$ cat src/hw/rtl/esd_pkg.sv
// Escape sequence decoder package: shared types and constants.
// Used by the output interface, all decoder modules and the checker.
package esd_pkg;

  localparam int unsigned CP_W = 21;

  localparam logic [CP_W-1:0] CP_MAX = 21'h10FFFF;

  // escape_kind encodings; values above KIND_DONE count pending UTF-8 bytes
  localparam logic [2:0] KIND_NONE = 3'd0;
  localparam logic [2:0] KIND_HEX  = 3'd1;
  localparam logic [2:0] KIND_OCT  = 3'd2;
  localparam logic [2:0] KIND_DONE = 3'd4;

  typedef struct packed {
    logic [7:0] in_byte;
    logic       is_last;
  } esd_item_t;

  typedef struct packed {
    logic [CP_W-1:0] cp_value;
    logic            error;
  } esd_result_t;

endpackage

$ cat src/hw/rtl/esd_if.sv
// Valid/ready channel interfaces for the escape sequence decoder.
// Depends on esd_pkg for the code point width.
interface esd_in_if;
  logic       valid;
  logic       ready;
  logic [7:0] in_byte;
  logic       is_last;

  modport source (output valid, output in_byte, output is_last, input ready);
  modport sink   (input valid, input in_byte, input is_last, output ready);
endinterface

interface esd_out_if;
  logic                     valid;
  logic                     ready;
  logic [esd_pkg::CP_W-1:0] cp_value;
  logic                     error;

  modport source (output valid, output cp_value, output error, input ready);
  modport sink   (input valid, input cp_value, input error, output ready);
endinterface

$ cat src/hw/rtl/esd_in_reg.sv
// Input register stage: captures one byte per transfer.
// Depends on esd_pkg and esd_in_if.
module esd_in_reg (
  input  logic              clk,
  input  logic              rst_n,
  esd_in_if.sink            in_ch,
  input  logic              take,
  output logic              item_valid,
  output esd_pkg::esd_item_t item
);
  import esd_pkg::*;

  logic      valid_r;
  esd_item_t item_r;

  assign in_ch.ready = !valid_r || take;
  assign item_valid  = valid_r;
  assign item        = item_r;

  always_ff @(posedge clk) begin
    if (!rst_n) begin
      valid_r <= 1'b0;
    end else if (in_ch.ready) begin
      valid_r <= in_ch.valid;
    end
  end

  always_ff @(posedge clk) begin
    if (in_ch.valid && in_ch.ready) begin
      item_r.in_byte <= in_ch.in_byte;
      item_r.is_last <= in_ch.is_last;
    end
  end

endmodule

$ cat src/hw/rtl/esd_decode.sv
// Escape decode: per-sequence state and single-pass byte update.
// Depends on esd_pkg.
module esd_decode (
  input  logic                 clk,
  input  logic                 rst_n,
  input  logic                 advance,
  input  esd_pkg::esd_item_t   item,
  output esd_pkg::esd_result_t result
);
  import esd_pkg::*;

  localparam logic [7:0] CH_0      = 8'h30;
  localparam logic [7:0] CH_7      = 8'h37;
  localparam logic [7:0] CH_9      = 8'h39;
  localparam logic [7:0] CH_UC_A   = 8'h41;
  localparam logic [7:0] CH_UC_F   = 8'h46;
  localparam logic [7:0] CH_UC_U   = 8'h55;
  localparam logic [7:0] CH_LC_A   = 8'h61;
  localparam logic [7:0] CH_LC_B   = 8'h62;
  localparam logic [7:0] CH_LC_F   = 8'h66;
  localparam logic [7:0] CH_LC_N   = 8'h6E;
  localparam logic [7:0] CH_LC_R   = 8'h72;
  localparam logic [7:0] CH_LC_T   = 8'h74;
  localparam logic [7:0] CH_LC_U   = 8'h75;
  localparam logic [7:0] CH_LC_V   = 8'h76;
  localparam logic [7:0] CH_LC_X   = 8'h78;
  localparam logic [7:0] CH_LBRACE = 8'h7B;
  localparam logic [7:0] CH_RBRACE = 8'h7D;

  localparam int unsigned SUM_W = CP_W + 4;

  logic [1:0]      pos_r, pos_nxt;
  logic [2:0]      kind_r, kind_nxt;
  logic [CP_W-1:0] acc_r, acc_nxt;
  logic            ovf_r, ovf_nxt;
  logic            brc_r, brc_nxt;

  logic [7:0]       b;
  logic             is_oct;
  logic             hex_ok;
  logic [3:0]       hex_val;
  logic             dig_en;
  logic [3:0]       dig;
  logic [SUM_W-1:0] sum;
  logic [CP_W-1:0]  val;
  logic             err;

  always_comb begin
    b      = item.in_byte;
    is_oct = (b >= CH_0) && (b <= CH_7);
    hex_ok = 1'b1;
    hex_val = 4'd0;
    if ((b >= CH_0) && (b <= CH_9)) begin
      hex_val = b[3:0];
    end else if ((b >= CH_LC_A && b <= CH_LC_F) || (b >= CH_UC_A && b <= CH_UC_F)) begin
      hex_val = 4'(b[2:0] + 3'd1) + 4'd8;
    end else begin
      hex_ok = 1'b0;
    end
  end

  always_comb begin
    pos_nxt  = pos_r;
    kind_nxt = kind_r;
    acc_nxt  = acc_r;
    ovf_nxt  = ovf_r;
    brc_nxt  = brc_r;
    dig_en   = 1'b0;
    dig      = 4'd0;
    sum      = '0;
    val      = '0;
    err      = 1'b0;

    if (pos_r == 2'd1) begin
      case (b)
        CH_LC_U, CH_UC_U, CH_LC_X: kind_nxt = KIND_HEX;
        CH_LC_A: begin acc_nxt = 21'h7; kind_nxt = KIND_DONE; end
        CH_LC_B: begin acc_nxt = 21'h8; kind_nxt = KIND_DONE; end
        CH_LC_T: begin acc_nxt = 21'h9; kind_nxt = KIND_DONE; end
        CH_LC_N: begin acc_nxt = 21'hA; kind_nxt = KIND_DONE; end
        CH_LC_V: begin acc_nxt = 21'hB; kind_nxt = KIND_DONE; end
        CH_LC_F: begin acc_nxt = 21'hC; kind_nxt = KIND_DONE; end
        CH_LC_R: begin acc_nxt = 21'hD; kind_nxt = KIND_DONE; end
        default: begin
          if (is_oct) begin
            acc_nxt  = CP_W'(b[2:0]);
            kind_nxt = KIND_OCT;
          end else if (!b[7]) begin
            acc_nxt  = CP_W'(b);
            kind_nxt = KIND_DONE;
          end else if (b < 8'hE0) begin
            acc_nxt  = CP_W'(b[4:0]);
            kind_nxt = KIND_DONE + 3'd1;
          end else if (b < 8'hF0) begin
            acc_nxt  = CP_W'(b[3:0]);
            kind_nxt = KIND_DONE + 3'd2;
          end else begin
            acc_nxt  = CP_W'(b[2:0]);
            kind_nxt = KIND_DONE + 3'd3;
          end
        end
      endcase
    end else if (pos_r[1]) begin
      if (kind_r == KIND_HEX) begin
        if (pos_r == 2'd2 && b == CH_LBRACE) begin
          brc_nxt = 1'b1;
          if (item.is_last) ovf_nxt = 1'b1;
        end else if (brc_r && item.is_last) begin
          if (b != CH_RBRACE) ovf_nxt = 1'b1;
        end else if (!hex_ok) begin
          ovf_nxt = 1'b1;
        end else begin
          dig_en = 1'b1;
          dig    = hex_val;
          sum    = {acc_r, 4'd0};
        end
      end else if (kind_r == KIND_OCT) begin
        if (is_oct) begin
          dig_en = 1'b1;
          dig    = {1'b0, b[2:0]};
          sum    = {1'b0, acc_r, 3'd0};
        end else begin
          ovf_nxt = 1'b1;
        end
      end else if (kind_r > KIND_DONE) begin
        acc_nxt  = {acc_r[CP_W-7:0], b[5:0]};
        kind_nxt = kind_r - 3'd1;
      end
    end

    if (dig_en && !ovf_r) begin
      sum = sum + SUM_W'(dig);
      if (sum > SUM_W'(CP_MAX)) begin
        ovf_nxt = 1'b1;
      end else begin
        acc_nxt = sum[CP_W-1:0];
      end
    end

    // pad missing UTF-8 continuation bytes with zeros
    case (kind_nxt)
      KIND_DONE + 3'd1: val = {acc_nxt[CP_W-7:0], 6'd0};
      KIND_DONE + 3'd2: val = {acc_nxt[CP_W-13:0], 12'd0};
      KIND_DONE + 3'd3: val = {acc_nxt[CP_W-19:0], 18'd0};
      default:          val = acc_nxt;
    endcase
    err = ovf_nxt || (pos_r == 2'd0) || (val > CP_MAX);

    if (item.is_last) begin
      pos_nxt  = 2'd0;
      kind_nxt = KIND_NONE;
      acc_nxt  = '0;
      ovf_nxt  = 1'b0;
      brc_nxt  = 1'b0;
    end else if (pos_r != 2'd3) begin
      pos_nxt = pos_r + 2'd1;
    end
  end

  assign result.cp_value = err ? '0 : val;
  assign result.error    = err;

  always_ff @(posedge clk) begin
    if (!rst_n) begin
      pos_r  <= 2'd0;
      kind_r <= KIND_NONE;
      acc_r  <= '0;
      ovf_r  <= 1'b0;
      brc_r  <= 1'b0;
    end else if (advance) begin
      pos_r  <= pos_nxt;
      kind_r <= kind_nxt;
      acc_r  <= acc_nxt;
      ovf_r  <= ovf_nxt;
      brc_r  <= brc_nxt;
    end
  end

endmodule

$ cat src/hw/rtl/esd_out_reg.sv
// Result register: holds one decoded code point until transferred.
// Depends on esd_pkg and esd_out_if.
module esd_out_reg (
  input  logic                 clk,
  input  logic                 rst_n,
  input  logic                 load,
  input  esd_pkg::esd_result_t result,
  output logic                 space,
  esd_out_if.source            out_ch
);
  import esd_pkg::*;

  logic        valid_r;
  esd_result_t res_r;

  assign space           = !valid_r || out_ch.ready;
  assign out_ch.valid    = valid_r;
  assign out_ch.cp_value = res_r.cp_value;
  assign out_ch.error    = res_r.error;

  always_ff @(posedge clk) begin
    if (!rst_n) begin
      valid_r <= 1'b0;
    end else if (load) begin
      valid_r <= 1'b1;
    end else if (out_ch.ready) begin
      valid_r <= 1'b0;
    end
  end

  always_ff @(posedge clk) begin
    if (load) begin
      res_r <= result;
    end
  end

endmodule

$ cat src/hw/rtl/escape_sequence_decoder.sv
// Escape sequence decoder top: input register, decode, result register.
// Accepts one byte per cycle; out valid rises once the last byte's result is registered.
// Throughput is one byte per cycle while the result side takes results when offered.
// rst_n is synchronous, active low; it clears both stage valids and the sequence state.
// Depends on esd_pkg, esd_if, esd_in_reg, esd_decode, esd_out_reg.
module escape_sequence_decoder (
  input  logic      clk,
  input  logic      rst_n,
  esd_in_if.sink    in_ch,
  esd_out_if.source out_ch
);
  import esd_pkg::*;

  logic        item_valid;
  esd_item_t   item;
  esd_result_t result;
  logic        space;
  logic        advance;

  // a non-final byte never needs result space
  assign advance = item_valid && (!item.is_last || space);

  esd_in_reg u_in_reg (
    .clk        (clk),
    .rst_n      (rst_n),
    .in_ch      (in_ch),
    .take       (advance),
    .item_valid (item_valid),
    .item       (item)
  );

  esd_decode u_decode (
    .clk     (clk),
    .rst_n   (rst_n),
    .advance (advance),
    .item    (item),
    .result  (result)
  );

  esd_out_reg u_out_reg (
    .clk    (clk),
    .rst_n  (rst_n),
    .load   (advance && item.is_last),
    .result (result),
    .space  (space),
    .out_ch (out_ch)
  );

endmodule

$ cat src/flat_wrapper.sv
// flat-port wrapper written by rule: the top's interface ports become plain ports
module escape_sequence_decoder_flat import esd_pkg::*;
  (clk, rst_n, in_ch_valid, in_ch_in_byte, in_ch_is_last, in_ch_ready, out_ch_valid, out_ch_cp_value, out_ch_error, out_ch_ready);
  esd_in_if in_ch_i ();
  esd_out_if out_ch_i ();
  input  logic clk;
  input  logic rst_n;
  input wire logic [$bits(in_ch_i.valid)-1:0] in_ch_valid;
  input wire logic [$bits(in_ch_i.in_byte)-1:0] in_ch_in_byte;
  input wire logic [$bits(in_ch_i.is_last)-1:0] in_ch_is_last;
  output wire logic [$bits(in_ch_i.ready)-1:0] in_ch_ready;
  output wire logic [$bits(out_ch_i.valid)-1:0] out_ch_valid;
  output wire logic [$bits(out_ch_i.cp_value)-1:0] out_ch_cp_value;
  output wire logic [$bits(out_ch_i.error)-1:0] out_ch_error;
  input wire logic [$bits(out_ch_i.ready)-1:0] out_ch_ready;
  assign in_ch_i.valid = in_ch_valid;
  assign in_ch_i.in_byte = in_ch_in_byte;
  assign in_ch_i.is_last = in_ch_is_last;
  assign in_ch_ready = in_ch_i.ready;
  assign out_ch_valid = out_ch_i.valid;
  assign out_ch_cp_value = out_ch_i.cp_value;
  assign out_ch_error = out_ch_i.error;
  assign out_ch_i.ready = out_ch_ready;
  escape_sequence_decoder u_core (.clk(clk), .rst_n(rst_n), .in_ch(in_ch_i), .out_ch(out_ch_i));
endmodule
$ cat config.mk
export PLATFORM = sky130hd
export DESIGN_NAME = escape_sequence_decoder_flat
export DESIGN_NICKNAME = d
export VERILOG_FILES = /design/src/hw/rtl/esd_pkg.sv /design/src/hw/rtl/esd_if.sv /design/src/hw/rtl/esd_in_reg.sv /design/src/hw/rtl/esd_decode.sv /design/src/hw/rtl/esd_out_reg.sv /design/src/hw/rtl/escape_sequence_decoder.sv /design/src/flat_wrapper.sv
export SDC_FILE = /design/constraint.sdc
export NUM_CORES = 1
export LEC_CHECK = 0
export BUFFER_PORTS_ARGS = -buffer_cell sky130_fd_sc_hd__clkbuf_2
export CORE_MARGIN = 1.5
export CORE_UTILIZATION = 55
export CTS_CLUSTER_DIAMETER = 100
export DETAILED_ROUTE_END_ITERATION = 10
export HOLD_SLACK_MARGIN = 0.12
export PLACE_DENSITY = 0.77
export RECOVER_POWER = 25
export SLEW_MARGIN = 10
export SYNTH_ARGS = -nofsm -noshare
export SYNTH_HDL_FRONTEND = slang
export SYNTH_SLANG_ARGS = --single-unit
$ cat constraint.sdc
create_clock -name clk -period 7.55 [get_ports clk]
set_clock_uncertainty 0.15 [all_clocks]
set_input_delay 0.3775 -clock clk [delete_from_list [all_inputs] [get_ports clk]]
set_output_delay 0.3775 -clock clk [all_outputs]
set_load 0.01 [all_outputs]
==> run metrics <==
CTS clk-pin slew, worst paths=0.09 ns; Post-Synth Adder-Cell Area=0.0350; Max Cap Viol=0; placer congestion estimate=0.982; diode count=0; Routed WL=16300 um; register area=0.00153 mm2; Final nets=713; syn nets=703; worst IR drop on VDD=0.152 mV; Leak=2.16 nW; Post-Synth XOR/XNOR Area=0.0310; Power Internal=536 uW; share of cells above drive strength 1=0.0971; Die ar.=0.0104 mm2; top_reg_cell synth=edfxtp_1; CTS Buffer Depth=2; first-pass GRT wire length=25600 um; Netlist Area Pre-Place=0.00537 mm2; Hold Path Depth=3; pin count of the biggest net entering global routing=36; dpl hpwl=12000 um; cell taking the most area after synthesis=edfxtp_1; DRT antenna net count=0; TNS Setup=0 ns; GR Util All Layers=0.323; final hold violation count=0; wire per inst=19.9 um; largest family of logic cells by synthesized area=simple AND/OR/NAND/NOR gates; grt total ovfl=0; IO buf count=36; sequential power share=0.488; number of H-tree levels=3; CP Data Arrival Time=7.04 ns; Pwr per Cell Area=129 mW/mm2; CP Launch Type=flip-flop; Starting Density=0.575; # DRC=0; Finished Cell Area=0.00577 mm2; status=completed; sw frac=0.281; Simple-Gate Fraction of Synth Area=0.287; post-cts resize count=0; most frequent cell after synthesis=nand2_1; die width=102 um; Async SR Flop Fraction=0; Crit Path Category=flip-flop to flip-flop; RSZ-0062 raised after global routing=no; TritonCTS buffer count=9; hold wc startpoint=in_ch_valid; Core ar.=0.00933 mm2; area occupied by multi-input gates=0.00355 mm2; TritonCTS clock tree=yes; top cells by count, synth=nand2_1, nor2_1, a21oi_1, clkbuf_1, edfxtp_1; Critical Path RT=7.48 ns; initial antenna violation count=0; Yosys reg bits=61; post-synthesis compound-gate area fraction=0.237; synthesized instance count=675; worst-skew pair later-pin latency=0.35 ns; syn avg cell area=7.95 um2; Min Hold Slack=0.134 ns; clock sinks=61; final setup vio count=0; router iterations before antenna repair=6; worst r2r path cells=20; top area cells in the synthesized netlist=edfxtp_1, dfxtp_1, nand2_1; fillers=856; synthesis-to-layout area growth=7.63%; average vias per placed instance=6.39; Starting DRT DRC Count=647; actual slew at the worst max-slew pin=1.06 ns; Min-Delay Path Class=input pin to flip-flop; reg2reg end=u_core.u_out_reg.out_ch.cp_value[14]; mux contribution to synthesized area=0.0707; Post-CTS Setup Bufs=0; warnings from Yosys=0; worst reg-to-reg setup slack=0.44 ns; sequential area share after synthesis=0.285; routed via count=5232; placed cell area=0.00550 mm2; # rows=35; Rel. slew slack=0.294; vias in the first global route=4814; CTS hold repair buffers=9; worst r2r src=u_core.u_in_reg.item[2]; P_sw=210 uW; CP Capture Type=flip-flop; combinational group share of total power=0.094; root buffer selected by CTS=clkbuf_8; final worst path period need=7.11 ns; IO Count=37; share of the synthesized area in the top cell type=0.174; Tcrit/Tclk final=0.941; Max Clock Freq=141 MHz; Clk pwr share=0.418; Slew Viols, Final=0; post-synth cell types=81; Critical Path Fanout Max=34; Post-synth EDFFs=31; Die Ht=102 um; Hold Crit Endpoint=u_core.u_in_reg.item_valid
## sequential cells by signal, indices dropped and copies added (netlist names)
| signal | count |
|---|---|
| u_core.u_decode.acc_r | 21 |
| u_core.u_decode.brc_r | 1 |
| u_core.u_decode.kind_r | 3 |
| u_core.u_decode.ovf_r | 1 |
| u_core.u_decode.pos_r | 2 |
| u_core.u_in_reg.item | 9 |
| u_core.u_in_reg.item_valid | 1 |
| u_core.u_out_reg.out_ch.cp_value | 21 |
| u_core.u_out_reg.out_ch.error | 1 |
| u_core.u_out_reg.out_ch.valid | 1 |
## per-stage QoR
stage           util  power (mW)  setup WS [ns]  instances
6_report       0.619       0.746          0.442        819
5_1_grt        0.619       0.768         0.0182        819
4_1_cts        0.622       0.746          0.586        819
3_5_place_dp   0.590       0.438          0.604        794
3_3_place_gp   0.590       0.435           1.03        794
2_1_floorplan      -       0.416           2.02        675
## placed cells by master, fill, tap and decap left out, types with 4 or more instances in the layout
| master | instances |
|---|---|
| nand2_1 | 109 |
| nor2_1 | 63 |
| a21oi_1 | 48 |
| edfxtp_1 | 31 |
| mux2i_1 | 30 |
| o21ai_0 | 30 |
| dfxtp_1 | 30 |
| nor3_1 | 26 |
| and2_1 | 21 |
| nor2b_1 | 19 |
| nand3_1 | 19 |
| clkbuf_1 | 19 |
| clkbuf_2 | 17 |
| inv_1 | 16 |
| a22oi_1 | 16 |
| ha_1 | 15 |
| nand2b_1 | 10 |
| xnor2_1 | 10 |
| xor2_1 | 9 |
| clkbuf_8 | 9 |
| dlygate4sd3_1 | 9 |
| and3_1 | 7 |
| nand3b_1 | 7 |
| a211oi_1 | 7 |
| mux2_2 | 7 |
| nand4_1 | 6 |
| a21boi_0 | 6 |
| a31oi_1 | 5 |
| a32oi_1 | 5 |
| o22a_1 | 4 |
## routing by layer
| metal | vias up | global-route usage | wire length [um] |
|---|---|---|---|
| li1 | 2448 | - | - |
| met1 | 2445 | 0.436 | 6640 |
| met2 | 303 | 0.507 | 7550 |
| met3 | 36 | 0.0725 | 1570 |
| met4 | 0 | 0.120 | 533 |
| met5 | - | 0 | 0 |
## worst max-delay path: stages (launching register included)
cell       delay [ns]
edfxtp_1         0.50
inv_1            0.15
ha_1             0.31
o21bai_4         0.11
a2111oi_4        0.45
a41oi_1          0.19
nor3_1           0.64
nand2_1          0.11
a311oi_1         0.25
ha_1             0.24
ha_1             0.20
nand3_1          0.11
nor4bb_1         0.64
and4_1           0.41
or2_1            0.14
a32oi_1          0.10
o211ai_4         0.86
mux2i_1          0.63
a211oi_4         0.18
a31oi_4          0.36
nor3_1           0.11
## final cells by class
type | count | area share
clock inverters | 7 | 0.0141
inverters | 16 | 0.0104
repair buffers | 48 | 0.0466
flip-flops and latches | 61 | 0.265
multi-input cells | 549 | 0.614
well taps | 129 | 0.0280
clock buffers | 9 | 0.0215
## how the worst max path moves through the flow
stage          slack [ns]  cells past startpoint                     from                              endpoint
3_5_place_dp         0.60                     20  u_core.u_in_reg.item[2]  u_core.u_out_reg.out_ch.cp_value[14]
3_3_place_gp         1.03                     20  u_core.u_in_reg.item[2]   u_core.u_out_reg.out_ch.cp_value[7]
5_1_grt              0.02                     20  u_core.u_in_reg.item[2]  u_core.u_out_reg.out_ch.cp_value[13]
2_1_floorplan        2.02                     21  u_core.u_in_reg.item[2]  u_core.u_out_reg.out_ch.cp_value[10]
4_1_cts              0.59                     20  u_core.u_in_reg.item[2]  u_core.u_out_reg.out_ch.cp_value[14]
6_report             0.44                     20  u_core.u_in_reg.item[2]  u_core.u_out_reg.out_ch.cp_value[14]
## logic make-up (layout without fill, tap and decap cells)
group	Yosys count	count (layout)
AND/OR/NAND/NOR	309	309
AO/OA/AOI/OAI	169	169
buffers and inverters	65	80
flip-flops	61	61
multiplexers	37	37
XOR/XNOR	19	19
adder cells (fa/ha/maj)	15	15
## power groups by stage
stage               sequential (mW)  clock (mW)  combinational [mW]
finish                        0.364       0.312              0.0704
global route                  0.366       0.326              0.0763
CTS                           0.364       0.312              0.0697
detailed placement            0.372           0              0.0659
global placement              0.371           0              0.0639
floorplan                     0.369           0              0.0477
Note: power is estimated with default switching activity, not from simulation.
